## src/rtl/first_fit_page_allocator_assert.svh

```systemverilog
// ----------------------------------------------------------------------------
// Assertion macros for the first-fit page allocator.
// Each macro expands to one labeled concurrent assertion that reports by $error.
// ----------------------------------------------------------------------------
`ifndef FIRST_FIT_PAGE_ALLOCATOR_ASSERT_SVH
`define FIRST_FIT_PAGE_ALLOCATOR_ASSERT_SVH

// Same-cycle implication: when ante holds, cons must hold in the same cycle.
`define FFPA_ASSERT_SAME(lbl, clk, rstn, ante, cons) \
  lbl: assert property (@(posedge clk) disable iff (!rstn) (ante) |-> (cons)) \
    else $error("ffpa assertion failed");

// Next-cycle implication: when ante holds, cons must hold in the next cycle.
`define FFPA_ASSERT_NEXT(lbl, clk, rstn, ante, cons) \
  lbl: assert property (@(posedge clk) disable iff (!rstn) (ante) |=> (cons)) \
    else $error("ffpa assertion failed");

`endif

```

## src/rtl/ffpa_pkg.sv

```systemverilog
// ----------------------------------------------------------------------------
// ffpa_pkg
// Shared constants, status codes, and the command/status structs that join
// the allocator controller and datapath.
// ----------------------------------------------------------------------------
`timescale 1ns / 1ps
`default_nettype none

package ffpa_pkg;

  localparam int PAGE_BYTES  = 4096;
  localparam int MIN_BLOCK   = 8;
  localparam int TABLE_DEPTH = 512;

  localparam int OFF_W  = 12;
  localparam int SIZE_W = 13;

  localparam logic [1:0] ST_DONE     = 2'd0;
  localparam logic [1:0] ST_BAD_SIZE = 2'd1;
  localparam logic [1:0] ST_NO_FIT   = 2'd2;
  localparam logic [1:0] ST_NO_CHUNK = 2'd3;

  // Table access selected by the controller for one cycle.
  localparam logic [3:0] OP_NONE     = 4'd0;
  localparam logic [3:0] OP_CLR      = 4'd1;
  localparam logic [3:0] OP_RD_CUR   = 4'd2;
  localparam logic [3:0] OP_RD_SCAN  = 4'd3;
  localparam logic [3:0] OP_RD_NXT   = 4'd4;
  localparam logic [3:0] OP_RD_SUCC  = 4'd5;
  localparam logic [3:0] OP_WR_EXACT = 4'd6;
  localparam logic [3:0] OP_WR_NEW   = 4'd7;
  localparam logic [3:0] OP_WR_SPLIT = 4'd8;
  localparam logic [3:0] OP_WR_PLINK = 4'd9;
  localparam logic [3:0] OP_WR_SURV  = 4'd10;
  localparam logic [3:0] OP_WR_DEADC = 4'd11;
  localparam logic [3:0] OP_WR_DEADN = 4'd12;
  localparam logic [3:0] OP_WR_SUCC  = 4'd13;

  typedef struct packed {
    logic [3:0] ram_op;
    logic       ld_req;
    logic       start;
    logic       ld_cur;
    logic       adv;
    logic       ld_nxt;
    logic       ld_succ;
    logic       scan_clr;
    logic       scan_inc;
    logic       ld_new;
    logic       head_new;
    logic       res_set;
    logic [1:0] res_code;
    logic       res_grant;
    logic       out_ld;
  } ffpa_cmd_t;

  typedef struct packed {
    logic is_free;
    logic bad_size;
    logic ev_fit;
    logic ev_exact;
    logic ev_match;
    logic ev_has_next;
    logic has_prev;
    logic slot_free;
    logic scan_last;
    logic prv_merge;
    logic nx_merge;
    logic succ_exists;
  } ffpa_sts_t;

endpackage

`default_nettype wire

```

## src/rtl/ffpa_ctrl.sv

```systemverilog
// ----------------------------------------------------------------------------
// ffpa_ctrl
// Allocator controller: table clear after reset, list walk, free-slot scan,
// split and merge write sequences, and the result handshake.
// ----------------------------------------------------------------------------
`timescale 1ns / 1ps
`default_nettype none

module ffpa_ctrl
  import ffpa_pkg::*;
(
  input  wire logic      clk_i,
  input  wire logic      rst_ni,
  input  wire logic      in_valid_i,
  output logic           in_ready_o,
  output logic           out_valid_o,
  input  wire logic      out_ready_i,
  input  wire ffpa_sts_t sts_i,
  output ffpa_cmd_t      cmd_o
);

  localparam logic [4:0] S_CLR  = 5'd0;
  localparam logic [4:0] S_IDLE = 5'd1;
  localparam logic [4:0] S_CHK  = 5'd2;
  localparam logic [4:0] S_RD   = 5'd3;
  localparam logic [4:0] S_EV   = 5'd4;
  localparam logic [4:0] S_WEX  = 5'd5;
  localparam logic [4:0] S_FRD  = 5'd6;
  localparam logic [4:0] S_FEV  = 5'd7;
  localparam logic [4:0] S_WN   = 5'd8;
  localparam logic [4:0] S_WC   = 5'd9;
  localparam logic [4:0] S_WP   = 5'd10;
  localparam logic [4:0] S_NRD  = 5'd11;
  localparam logic [4:0] S_NEV  = 5'd12;
  localparam logic [4:0] S_SRD  = 5'd13;
  localparam logic [4:0] S_SEV  = 5'd14;
  localparam logic [4:0] S_WS   = 5'd15;
  localparam logic [4:0] S_WD1  = 5'd16;
  localparam logic [4:0] S_WD2  = 5'd17;
  localparam logic [4:0] S_WX   = 5'd18;
  localparam logic [4:0] S_RES  = 5'd19;

  logic [4:0] state_q, state_d;
  logic       out_valid_q, out_valid_d;

  always_comb begin
    state_d = state_q;
    cmd_o   = '0;
    unique case (state_q)
      S_CLR: begin
        cmd_o.ram_op   = OP_CLR;
        cmd_o.scan_inc = 1'b1;
        if (sts_i.scan_last) begin
          cmd_o.scan_clr = 1'b1;
          state_d        = S_IDLE;
        end
      end
      S_IDLE: begin
        if (in_valid_i) begin
          cmd_o.ld_req = 1'b1;
          state_d      = S_CHK;
        end
      end
      S_CHK: begin
        if (!sts_i.is_free && sts_i.bad_size) begin
          cmd_o.res_set  = 1'b1;
          cmd_o.res_code = ST_BAD_SIZE;
          state_d        = S_RES;
        end else begin
          cmd_o.start = 1'b1;
          state_d     = S_RD;
        end
      end
      S_RD: begin
        cmd_o.ram_op = OP_RD_CUR;
        state_d      = S_EV;
      end
      S_EV: begin
        cmd_o.ld_cur = 1'b1;
        if (sts_i.is_free) begin
          if (sts_i.ev_match) begin
            state_d = sts_i.ev_has_next ? S_NRD : S_SRD;
          end else if (sts_i.ev_has_next) begin
            cmd_o.adv = 1'b1;
            state_d   = S_RD;
          end else begin
            cmd_o.res_set  = 1'b1;
            cmd_o.res_code = ST_NO_CHUNK;
            state_d        = S_RES;
          end
        end else if (sts_i.ev_fit) begin
          if (sts_i.ev_exact) begin
            state_d = S_WEX;
          end else begin
            cmd_o.scan_clr = 1'b1;
            state_d        = S_FRD;
          end
        end else if (sts_i.ev_has_next) begin
          cmd_o.adv = 1'b1;
          state_d   = S_RD;
        end else begin
          cmd_o.res_set  = 1'b1;
          cmd_o.res_code = ST_NO_FIT;
          state_d        = S_RES;
        end
      end
      S_WEX: begin
        cmd_o.ram_op    = OP_WR_EXACT;
        cmd_o.res_set   = 1'b1;
        cmd_o.res_code  = ST_DONE;
        cmd_o.res_grant = 1'b1;
        state_d         = S_RES;
      end
      S_FRD: begin
        cmd_o.ram_op = OP_RD_SCAN;
        state_d      = S_FEV;
      end
      S_FEV: begin
        if (sts_i.slot_free) begin
          cmd_o.ld_new = 1'b1;
          state_d      = S_WN;
        end else if (sts_i.scan_last) begin
          cmd_o.res_set  = 1'b1;
          cmd_o.res_code = ST_NO_FIT;
          state_d        = S_RES;
        end else begin
          cmd_o.scan_inc = 1'b1;
          state_d        = S_FRD;
        end
      end
      S_WN: begin
        cmd_o.ram_op = OP_WR_NEW;
        state_d      = S_WC;
      end
      S_WC: begin
        cmd_o.ram_op = OP_WR_SPLIT;
        if (sts_i.has_prev) begin
          state_d = S_WP;
        end else begin
          // The new chunk becomes the first one in the list.
          cmd_o.head_new  = 1'b1;
          cmd_o.res_set   = 1'b1;
          cmd_o.res_code  = ST_DONE;
          cmd_o.res_grant = 1'b1;
          state_d         = S_RES;
        end
      end
      S_WP: begin
        cmd_o.ram_op    = OP_WR_PLINK;
        cmd_o.res_set   = 1'b1;
        cmd_o.res_code  = ST_DONE;
        cmd_o.res_grant = 1'b1;
        state_d         = S_RES;
      end
      S_NRD: begin
        cmd_o.ram_op = OP_RD_NXT;
        state_d      = S_NEV;
      end
      S_NEV: begin
        cmd_o.ld_nxt = 1'b1;
        state_d      = S_SRD;
      end
      S_SRD: begin
        if (sts_i.succ_exists) begin
          cmd_o.ram_op = OP_RD_SUCC;
          state_d      = S_SEV;
        end else begin
          state_d = S_WS;
        end
      end
      S_SEV: begin
        cmd_o.ld_succ = 1'b1;
        state_d       = S_WS;
      end
      S_WS: begin
        cmd_o.ram_op = OP_WR_SURV;
        state_d      = S_WD1;
      end
      S_WD1: begin
        if (sts_i.prv_merge) cmd_o.ram_op = OP_WR_DEADC;
        state_d = S_WD2;
      end
      S_WD2: begin
        if (sts_i.nx_merge) cmd_o.ram_op = OP_WR_DEADN;
        state_d = S_WX;
      end
      S_WX: begin
        if (sts_i.succ_exists) cmd_o.ram_op = OP_WR_SUCC;
        cmd_o.res_set  = 1'b1;
        cmd_o.res_code = ST_DONE;
        state_d        = S_RES;
      end
      S_RES: begin
        if (!out_valid_q || out_ready_i) begin
          cmd_o.out_ld = 1'b1;
          state_d      = S_IDLE;
        end
      end
      default: state_d = S_IDLE;
    endcase
  end

  always_comb begin
    out_valid_d = out_valid_q;
    if (cmd_o.out_ld) begin
      out_valid_d = 1'b1;
    end else if (out_ready_i) begin
      out_valid_d = 1'b0;
    end
  end

  always_ff @(posedge clk_i or negedge rst_ni) begin
    if (!rst_ni) begin
      state_q     <= S_CLR;
      out_valid_q <= 1'b0;
    end else begin
      state_q     <= state_d;
      out_valid_q <= out_valid_d;
    end
  end

  assign in_ready_o  = (state_q == S_IDLE);
  assign out_valid_o = out_valid_q;

`include "first_fit_page_allocator_assert.svh"

  `FFPA_ASSERT_NEXT(a_accept_leaves_idle, clk_i, rst_ni,
    in_valid_i && in_ready_o, state_q == S_CHK)
  `FFPA_ASSERT_SAME(a_out_load_slot_free, clk_i, rst_ni,
    cmd_o.out_ld, !out_valid_q || out_ready_i)
  `FFPA_ASSERT_NEXT(a_clear_runs_through, clk_i, rst_ni,
    (state_q == S_CLR) && !sts_i.scan_last, state_q == S_CLR)

endmodule

`default_nettype wire

```

## config.mk

```make
export PLATFORM = sky130hd
export DESIGN_NAME = ffpa_ctrl
export DESIGN_NICKNAME = d
export VERILOG_FILES = /design/src/rtl/ffpa_pkg.sv /design/src/rtl/ffpa_ctrl.sv
export VERILOG_INCLUDE_DIRS = /design/src /design/src/rtl
export SDC_FILE = /design/constraint.sdc
export NUM_CORES = 1
export LEC_CHECK = 0
export CAP_MARGIN = 25
export CORE_ASPECT_RATIO = 1.1
export CORE_MARGIN = 2
export CORE_UTILIZATION = 50
export DETAILED_ROUTE_END_ITERATION = 8
export DONT_BUFFER_PORTS = 1
export PLACE_DENSITY_LB_ADDON = 0.05
export SYNTH_ARGS = -nofsm -noshare
export SYNTH_HDL_FRONTEND = slang
export SYNTH_SLANG_ARGS = --single-unit
```

## constraint.sdc

```tcl
create_clock -name clk_i -period 2.54 [get_ports clk_i]
set_input_delay 0.508 -clock clk_i [delete_from_list [all_inputs] [get_ports clk_i]]
set_output_delay 0.508 -clock clk_i [all_outputs]
set_load 0.02 [all_outputs]
```

==> results of run 1 <==
worst register-to-register path: stages (launching register included):
cell and delay [ns]:
dfrtp_1 0.43, buf_4 0.22, nand2b_1 0.22, a211oi_1 0.29, o221ai_1 0.16, a221oi_1 0.23, nor2_1 0.09
where the power goes:
group	total, W	switching, W	internal [W]
sequential	0.000214	0.0000786	0.000136
clock	0.0000862	0.0000328	0.0000534
combinational	0.00106	0.000627	0.000438
path summary, 6_finish.rpt:
check,end,slack (ns),cells after the start
worst max-delay path,cmd_o[4],0.18,5
worst min-delay path,state_q[2]$_DFFE_PN0P_,0.37,1
worst max register to register,state_q[0]$_DFFE_PN0P_,0.77,6
worst min register to register,out_valid_o$_DFFE_PN0P_,0.69,2
max in group asynchronous,state_q[0]$_DFFE_PN0P_,1.72,1
min in group asynchronous,out_valid_o$_DFFE_PN0P_,0.58,1
final cells by class:
class / count / area (um2)
Clock buffer: 3 / 22.5
Fill cell: 176 / 688
Multi-Input combinational cell: 121 / 723
Tap cell: 18 / 22.5
Timing Repair Buffer: 22 / 168
Inverter: 7 / 26.3
Sequential cell: 6 / 151
state kept, by name, summed over array words and instances (netlist names):
| register | flops |
|---|---|
| state_q | 5 |
| out_valid_o | 1 |
routing by layer:
metal / track usage (%) / vias to the layer above / wire length, um
met5: 0 / - / 0
met4: 5.71 / 0 / 14
met3: 4.76 / 2 / 208
met2: 43.2 / 58 / 1360
met1: 37.9 / 525 / 1280
li1: - / 558 / -
logic make-up after synthesis:
group	count (synthesis)
AO/OA/AOI/OAI	42
XOR/XNOR	1
buffers and inverters	20
flip-flops	6
multiplexers	2
AND/OR/NAND/NOR	76
metrics by stage:
step / util, % / cell area [um2] / worst slack, ns / hold WS (ns) / instances
final: 61.8 / 1110 / 0.184 / 0.372 / 177
after global routing: 61.8 / 1110 / 0.00801 / 0.368 / 177
after CTS: 61.3 / 1100 / 0.0525 / 0.366 / 177
after detailed placement: 59.5 / 1070 / 0.311 / 0.213 / 173
after global placement: 59.5 / 1070 / 0.316 / 0.213 / 173
after floorplan: - / 960 / 0.346 / 0.212 / 147
placed cells by master (no fill, tap or decap), types with 2 or more instances in the layout:
cell and count:
nand3_1 2, a32o_1 2, nor4bb_1 2, a21oi_1 10, o22ai_1 4, o221ai_1 3
o32ai_1 2, buf_4 21, nand2b_1 6, inv_1 7, or2b_1 2, clkbuf_4 3
nand3b_1 3, o21ai_0 9, nor2b_1 7, or3_1 2, a211oi_1 3, nor3_1 9
a31o_2 2, nor3b_1 2, dfrtp_1 5, nor2_1 15, nand2_1 15, mux2i_1 2
nand4_1 3, a31oi_1 3
what timing repair did:
action,CTS,global route
hold endpoints to repair,6,0
hold buffers,1,0
endpoints found under the setup margin,0,2
gates resized for setup,0,3
==> run_results.csv, run 1 <==
group,metric,value,unit
status,outcome,"completed",
clock_network,cts_buffers,3,
clock_network,cts_root_buffer,"clkbuf_4",
logic_synthesis,ys_async_sr_fraction,100,%
route,drt_iter0_drc,39,
logic_synthesis,ys_seq_elements,6,
clock_network,tritoncts,"yes",
route,ant_nets,0,
power,ir_drop,661,uV
timing,min_period_over_period,92.8,%
floorplan,die-area,2290,um2
logic_synthesis,seq_area_frac_synth,15.6,%
route,drc,0,
global_route,antenna_found_initial,0,
layout,layout-drive-gt1-share,20.1,%
worst_setup_path,arrival,1.85,ns
worst_setup_path,startpoint,"state_q[0]$_DFFE_PN0P_",
worst_setup_path,cp_slowest_cell,"dfrtp_2",
worst_setup_path,setup.worst_path.class,"flip-flop to output port",
logic_synthesis,yosys_warnings,0,
floorplan,rows,16,
global_route,gr-total-overflow,0,
floorplan,initial_core_util,53.3,%
logic_synthesis,synth_ff_type,"dfrtp_1",
power,power,0.00137,W
timing,finalSetupViolations,0,
logic_synthesis,syn_nets,163,
worst_setup_path,crit_buf_inv,0,
logic_synthesis,synth_top_area_share,15.6,%
floorplan,dieWidth,45.8,um
worst_hold_path,hp-start,"sts_i[3]",
worst_setup_path,required,2.03,ns
route,viasPerCell,6.46,
clock_network,path_clk_slew,0.05,ns
clock_network,clockBufferDepth,2,
worst_setup_path,max_stage_delay,0.49,ns
global_route,track_usage,27.2,%
layout,nets,177,
timing,fmax,424,MHz
floorplan,ios,37,
clock_network,post_cts_buffers,0,
logic_synthesis,syn_area,960,um2
power,powerDensity,1230,nW/um2
route,firstDrtPassIters,4,
placement,hpwl,2.28,mm
flow_run,drv_cap,0,
logic_synthesis,synth_area_per_cell,6.53,um2
placement,port_buffers,0,
route,routed_wl,2.87,mm
worst_setup_path,cpMostUsedCell,"nor3_1",
worst_hold_path,hold_class,"input port to flip-flop",
timing,slew_headroom,66.7,%
timing,layout_min_cycle_time,2.36,ns
logic_synthesis,synth_cell_types,40,
layout,antenna_cells,0,
global_route,grt_pass1_vias,1047,
global_route,grt_max_degree,15,
timing,hold_violations,0,
route,vias,1143,
logic_synthesis,synth_cells,147,
logic_synthesis,synthMuxAreaShare,2.09,%
timing,fin_setup_tns,0,ns
logic_synthesis,synth_top_family_by_area,"simple AND/OR/NAND/NOR gates",
floorplan,core_area,1800,um2
worst_setup_path,worstPathMaxFanout,13,
logic_synthesis,ys_top_cells_by_area,"dfrtp_1, nand2_1, nor2_1, a21oi_1, nor2b_1",
global_route,grt_first_pass_wirelength,4.63,mm
placement,place_congestion,0.933,
logic_synthesis,synthAdderAreaFrac,0,%
timing,clock_skew,0.00385,ns
logic_synthesis,synth_common_cells,"nand2_1, nor2_1, a21oi_1",
logic_synthesis,synth_compound_area_share,28.7,%
logic_synthesis,synthXorXnorAreaFrac,0.913,%
logic_synthesis,yosys.area_share.simple,42.9,%
timing,tightestPinTransition,0.508,ns
worst_setup_path,path_cells,"or2_2 > nor3_1 > a32o_1 > nor3_1 > o221ai_1",
clock_network,clkSinkCount,6,
clock_network,insertion_delay,0.24,ns
worst_setup_path,cp_top_family,"simple AND/OR/NAND/NOR gates",
layout,area_growth,16.0,%
timing,slew_viol_final,0,
timing,rsz0062_at_grt,"false",
clock_network,h-tree-depth,1,
worst_setup_path,end_kind,"output port",
logic_synthesis,synth_edf_count,0,
logic_synthesis,synth_largest_area_cell,"dfrtp_1",
route,wire_per_inst,16.2,um
floorplan,die_y,50.0,um
worst_setup_path,crit_path_start_kind,"flip-flop",
power,leakage,0.465,nW
worst_setup_path,r2r-start,"state_q[3]$_DFFE_PN0P_",
No activity file was read; power rests on OpenSTA's default activity.
==> run 2: changes to the inputs <==
--- a/config.mk
+++ b/config.mk
@@ -6,10 +6,13 @@
 export SDC_FILE = /design/constraint.sdc
 export NUM_CORES = 1
 export LEC_CHECK = 0
+export ABC_CLOCK_PERIOD_IN_PS = 2540
 export CAP_MARGIN = 25
+export CELL_PAD_IN_SITES_DETAIL_PLACEMENT = 0
+export CELL_PAD_IN_SITES_GLOBAL_PLACEMENT = 1
 export CORE_ASPECT_RATIO = 1.1
 export CORE_MARGIN = 2
-export CORE_UTILIZATION = 50
+export CORE_UTILIZATION = 45
 export DETAILED_ROUTE_END_ITERATION = 8
 export DONT_BUFFER_PORTS = 1
 export PLACE_DENSITY_LB_ADDON = 0.05
==> run_results.csv, run 2 (synthesis results as in run 1) <==
group,metric,value,unit
placement,port_buffers,0,
clock_network,cts_root_buffer,"clkbuf_4",
timing,min_period_over_period,96.6,%
floorplan,die_y,52.4,um
route,wire_per_inst,15.9,um
power,powerDensity,1230,nW/um2
worst_setup_path,arrival,1.94,ns
flow_run,drv_cap,0,
clock_network,clkSinkCount,6,
worst_setup_path,worstPathMaxFanout,11,
global_route,antenna_found_initial,0,
timing,tightestPinTransition,0.509,ns
global_route,grt_first_pass_wirelength,4.61,mm
timing,clock_skew,0.00527,ns
timing,slew_headroom,66.7,%
status,outcome,"completed",
clock_network,h-tree-depth,1,
global_route,grt_pass1_vias,1013,
timing,hold_violations,0,
placement,dp_cells,183,
worst_setup_path,setup.worst_path.class,"flip-flop to output port",
timing,rsz0062_at_grt,"false",
power,leakage,0.466,nW
global_route,gr-total-overflow,0,
clock_network,cts_buffers,3,
worst_setup_path,required,2.03,ns
clock_network,clockBufferDepth,2,
timing,layout_min_cycle_time,2.45,ns
route,vias,1120,
clock_network,path_clk_slew,0.05,ns
floorplan,core_area,2020,um2
worst_setup_path,crit_path_start_kind,"flip-flop",
clock_network,insertion_delay,0.25,ns
placement,place_congestion,0.948,
placement,place_ws,0.274,ns
route,ant_nets,0,
floorplan,ios,37,
layout,antenna_cells,0,
power,ir_drop,655,uV
timing,worst_slack,0.0874,ns
floorplan,rows,17,
route,routed_wl,2.97,mm
global_route,grt_max_degree,20,
route,drt_iter0_drc,58,
layout,fin_cells,187,
route,drc,0,
floorplan,die-area,2520,um2
layout,mostFrequentLayoutCell,"buf_4",
layout,nets,177,
worst_setup_path,ff2ff_path_depth,6,
timing,finalSetupViolations,0,
worst_hold_path,hold_class,"input port to flip-flop",
timing,fin_setup_tns,0,ns
worst_hold_path,holdPathStages,1,
route,viasPerCell,5.99,
timing,slew_viol_final,0,
timing,fmax,408,MHz
layout,largest_reg_flops,5,
clock_network,tritoncts,"yes",
global_route,track_usage,25.2,%
layout,final_cell_mix,"buf_4, nor2_1, nand2_1",
floorplan,initial_core_util,47.5,%
layout,top_register,"state_q",
layout,layout-drive-gt1-share,19.5,%
route,firstDrtPassIters,4,
layout,area_growth,17.5,%
floorplan,dieWidth,48.0,um
worst_setup_path,end_kind,"output port",
timing,whs,0.408,ns
clock_network,post_cts_buffers,0,
placement,hpwl,2.41,mm
-- run 2: changes by cell type in the layout (fill, tap and decap cells not counted) --
cell     before  now
dfrtp_1       5    6
dfrtp_2       1    0
nor2b_1       7    8
nor2b_2       1    0
nor3_1        9    8
nor3_2        0    1
-- run 2: final timing paths --
kind / slack, ns / startpoint / endpoint
max in group asynchronous: 1.75 / rst_ni / state_q[0]$_DFFE_PN0P_
setup reg to reg: 0.71 / state_q[2]$_DFFE_PN0P_ / state_q[0]$_DFFE_PN0P_
hold reg to reg: 0.67 / out_valid_o$_DFFE_PN0P_ / out_valid_o$_DFFE_PN0P_
min in group asynchronous: 0.57 / rst_ni / state_q[4]$_DFFE_PN0P_
hold / removal: 0.41 / sts_i[3] / state_q[2]$_DFFE_PN0P_
setup / recovery: 0.09 / state_q[3]$_DFFE_PN0P_ / cmd_o[4]
-- run 2: final cells by class --
| type | count | area (um2) |
|---|---|---|
| fill | 203 | 893 |
| multi-input combinational | 121 | 726 |
| timing repair buffer | 22 | 168 |
| sequential | 6 | 150 |
| tap | 28 | 35.0 |
| inverter | 7 | 26.3 |
| clock buffer | 3 | 22.5 |
-- run 2: per-stage QoR --
step,utilization [%],total power (W),cell area [um2]
6_report,55.8,0.00139,1130
3_3_place_gp,53.7,0.00127,1080
4_1_cts,55.3,0.00137,1120
2_1_floorplan,-,0.000984,960
5_1_grt,55.8,0.00149,1130
3_5_place_dp,53.7,0.00128,1080
-- run 2: power by group --
part	leakage (nW)	switching (W)	total [W]	internal [W]
logic	0.375	0.000665	0.00111	0.000445
registers	0.0776	0.0000567	0.000191	0.000134
clock network	0.0138	0.0000367	0.0000903	0.0000536
-- run 2: repair_timing --
action | in CTS | in global routing
endpoints found under the setup margin | 0 | 2
endpoints found under the hold margin | 6 | 0
hold buffers | 1 | 0
resized for setup | 0 | 2
-- run 2: worst max-delay path, stage by stage (launching register included) --
cell and delay [ns]:
dfrtp_1 0.48, or3b_4 0.44, nor3_1 0.28, a32o_1 0.20
nor3_1 0.07, o221ai_1 0.21
-- run 2: layer usage --
layer	routed length, um	track usage, %	up-vias
li1	-	-	562
met1	1330	34.6	507
met2	1400	40.9	47
met3	206	3.79	4
met4	29	5.41	0
met5	0	0	-
==> run 3: changes to the inputs <==
--- a/config.mk
+++ b/config.mk
@@ -12,7 +12,8 @@
 export CELL_PAD_IN_SITES_GLOBAL_PLACEMENT = 1
 export CORE_ASPECT_RATIO = 1.1
 export CORE_MARGIN = 2
-export CORE_UTILIZATION = 45
+export CORE_UTILIZATION = 47
+export CTS_BUF_LIST = sky130_fd_sc_hd__clkbuf_2 sky130_fd_sc_hd__clkbuf_4 sky130_fd_sc_hd__clkbuf_8
 export DETAILED_ROUTE_END_ITERATION = 8
 export DONT_BUFFER_PORTS = 1
 export PLACE_DENSITY_LB_ADDON = 0.05
==> run_results.csv, run 3 (synthesis results as in run 1) <==
group,metric,value,unit
status,outcome,"completed",
global_route,grt_pass1_vias,1049,
layout,fin_cells,186,
worst_setup_path,crit_path_start_kind,"flip-flop",
power,powerDensity,1220,nW/um2
route,top_layer_used,"met4",
worst_hold_path,hp-start,"sts_i[3]",
floorplan,initial_core_util,48.5,%
worst_setup_path,path_cells,"or3b_4 > nor3_1 > a32o_1 > nor3_1 > o221ai_1",
layout,final_cell_mix,"buf_4, nor2_1, nand2_1",
floorplan,rows,17,
floorplan,die-area,2420,um2
timing,clock_skew,0.000556,ns
worst_hold_path,min_to,"state_q[2]$_DFFE_PN0P_",
timing,finalSetupViolations,0,
global_route,grt_first_pass_wirelength,4.74,mm
global_route,grt_max_degree,20,
route,wire_per_inst,15.8,um
timing,slew_headroom,65.5,%
clock_network,cts_buffers,3,
worst_setup_path,required,2.03,ns
worst_setup_path,cp_top_family,"simple AND/OR/NAND/NOR gates",
floorplan,ios,37,
floorplan,die_y,51.4,um
placement,place_congestion,0.875,
worst_setup_path,end_kind,"output port",
route,vias,1130,
route,drt_iter0_drc,28,
route,routed_wl,2.93,mm
clock_network,insertion_delay,0.23,ns
worst_setup_path,cpMostUsedCell,"nor3_1",
worst_setup_path,arrival,1.89,ns
clock_network,cts_root_buffer,"clkbuf_4",
flow_run,drv_cap,0,
layout,nets,176,
placement,place_ws,0.372,ns
timing,hold_violations,0,
layout,largest_reg_flops,5,
clock_network,path_clk_slew,0.04,ns
timing,worst_slack,0.143,ns
layout,antenna_cells,0,
layout,top_register,"state_q",
global_route,antenna_found_initial,0,
worst_setup_path,r2r-end,"state_q[0]$_DFFE_PN0P_",
layout,layout-drive-gt1-share,18.4,%
worst_setup_path,cp_slowest_cell,"dfrtp_1",
route,wl_met1,1.30,mm
worst_setup_path,setup.worst_path.class,"flip-flop to output port",
clock_network,clockBufferDepth,2,
clock_network,h-tree-depth,1,
worst_hold_path,holdPathStages,1,
route,wl_met3,159,um
timing,fmax,417,MHz
placement,dp_cells,182,
layout,mostFrequentLayoutCell,"buf_4",
worst_setup_path,worstPathMaxFanout,8,
placement,port_buffers,0,
global_route,track_usage,26.7,%
route,viasPerCell,6.08,
global_route,gr-total-overflow,0,
timing,layout_min_cycle_time,2.40,ns
route,firstDrtPassIters,4,
worst_setup_path,crit_buf_inv,0,
clock_network,clkSinkCount,6,
power,ir_drop,838,uV
timing,slew_viol_final,0,
worst_setup_path,ff2ff_path_depth,7,
timing,rsz0062_at_grt,"false",
floorplan,core_area,1980,um2
worst_setup_path,max_stage_delay,0.46,ns
timing,fin_setup_tns,0,ns
worst_setup_path,ff2ff_setup_slack,0.75,ns
route,drc,0,
route,ant_nets,0,
timing,min_period_over_period,94.4,%
placement,hpwl,2.35,mm
clock_network,tritoncts,"yes",
route,met2_length,1.46,mm
worst_hold_path,hold_class,"input port to flip-flop",
power,leakage,0.460,nW
floorplan,dieWidth,47.1,um
layout,area_growth,16.2,%
timing,tightestPinTransition,0.528,ns
worst_setup_path,r2r-start,"state_q[0]$_DFFE_PN0P_",
## run 3: cell count changes in the layout (fill, tap and decap cells not counted)
| cell | change |
|---|---|
| nor3_2 | -1 |
| nor3_1 | +1 |
| buf_4 | -1 |
## run 3: repair_timing
| action | CTS | global route |
|---|---|---|
| hold endpoints to repair | 6 | 0 |
| hold buffers | 1 | 0 |
| gates resized for setup | 0 | 1 |
| endpoints found under the setup margin | 0 | 1 |
| setup buffers | 0 | 0 |
## run 3: worst max-delay path by stage
stage	startpoint	to	slack [ns]	cells after the start
after CTS	state_q[3]$_DFFE_PN0P_	cmd_o[4]	0.12	6
after global routing	state_q[0]$_DFFE_PN0P_	cmd_o[4]	0.01	5
after floorplan	state_q[2]$_DFFE_PN0P_	cmd_o[7]	0.35	4
after detailed placement	state_q[3]$_DFFE_PN0P_	cmd_o[4]	0.37	6
after global placement	state_q[0]$_DFFE_PN0P_	cmd_o[4]	0.36	5
final	state_q[4]$_DFFE_PN0P_	cmd_o[4]	0.14	5
## run 3: per-stage QoR
stage | utilization [%] | total power, W | hold slack [ns] | area (um2)
final | 56.4 | 0.00136 | 0.414 | 1110
after global routing | 56.4 | 0.00147 | 0.405 | 1110
after CTS | 56.1 | 0.00136 | 0.417 | 1110
after detailed placement | 54.5 | 0.00126 | 0.212 | 1080
after global placement | 54.5 | 0.00126 | 0.213 | 1080
after floorplan | - | 0.000984 | 0.212 | 960
## run 3: layout make-up
cell class	count	area (um2)
multi-input cells	121	721
clock buffers	3	22.5
inverters	7	26.3
fillers	211	863
repair buffers	21	160
flip-flops and latches	6	150
well taps	28	35.0
## run 3: metal layers
metal / track usage (%) / up-vias
met3: 2.47 / 2
li1: - / 562
met4: 3.24 / 0
met2: 44.7 / 47
met5: 0 / -
met1: 37.3 / 519
## run 3: report_power, final
group | internal (W) | switching, W
clock network | 0.0000531 | 0.0000295
registers | 0.000134 | 0.0000676
logic | 0.000434 | 0.000640
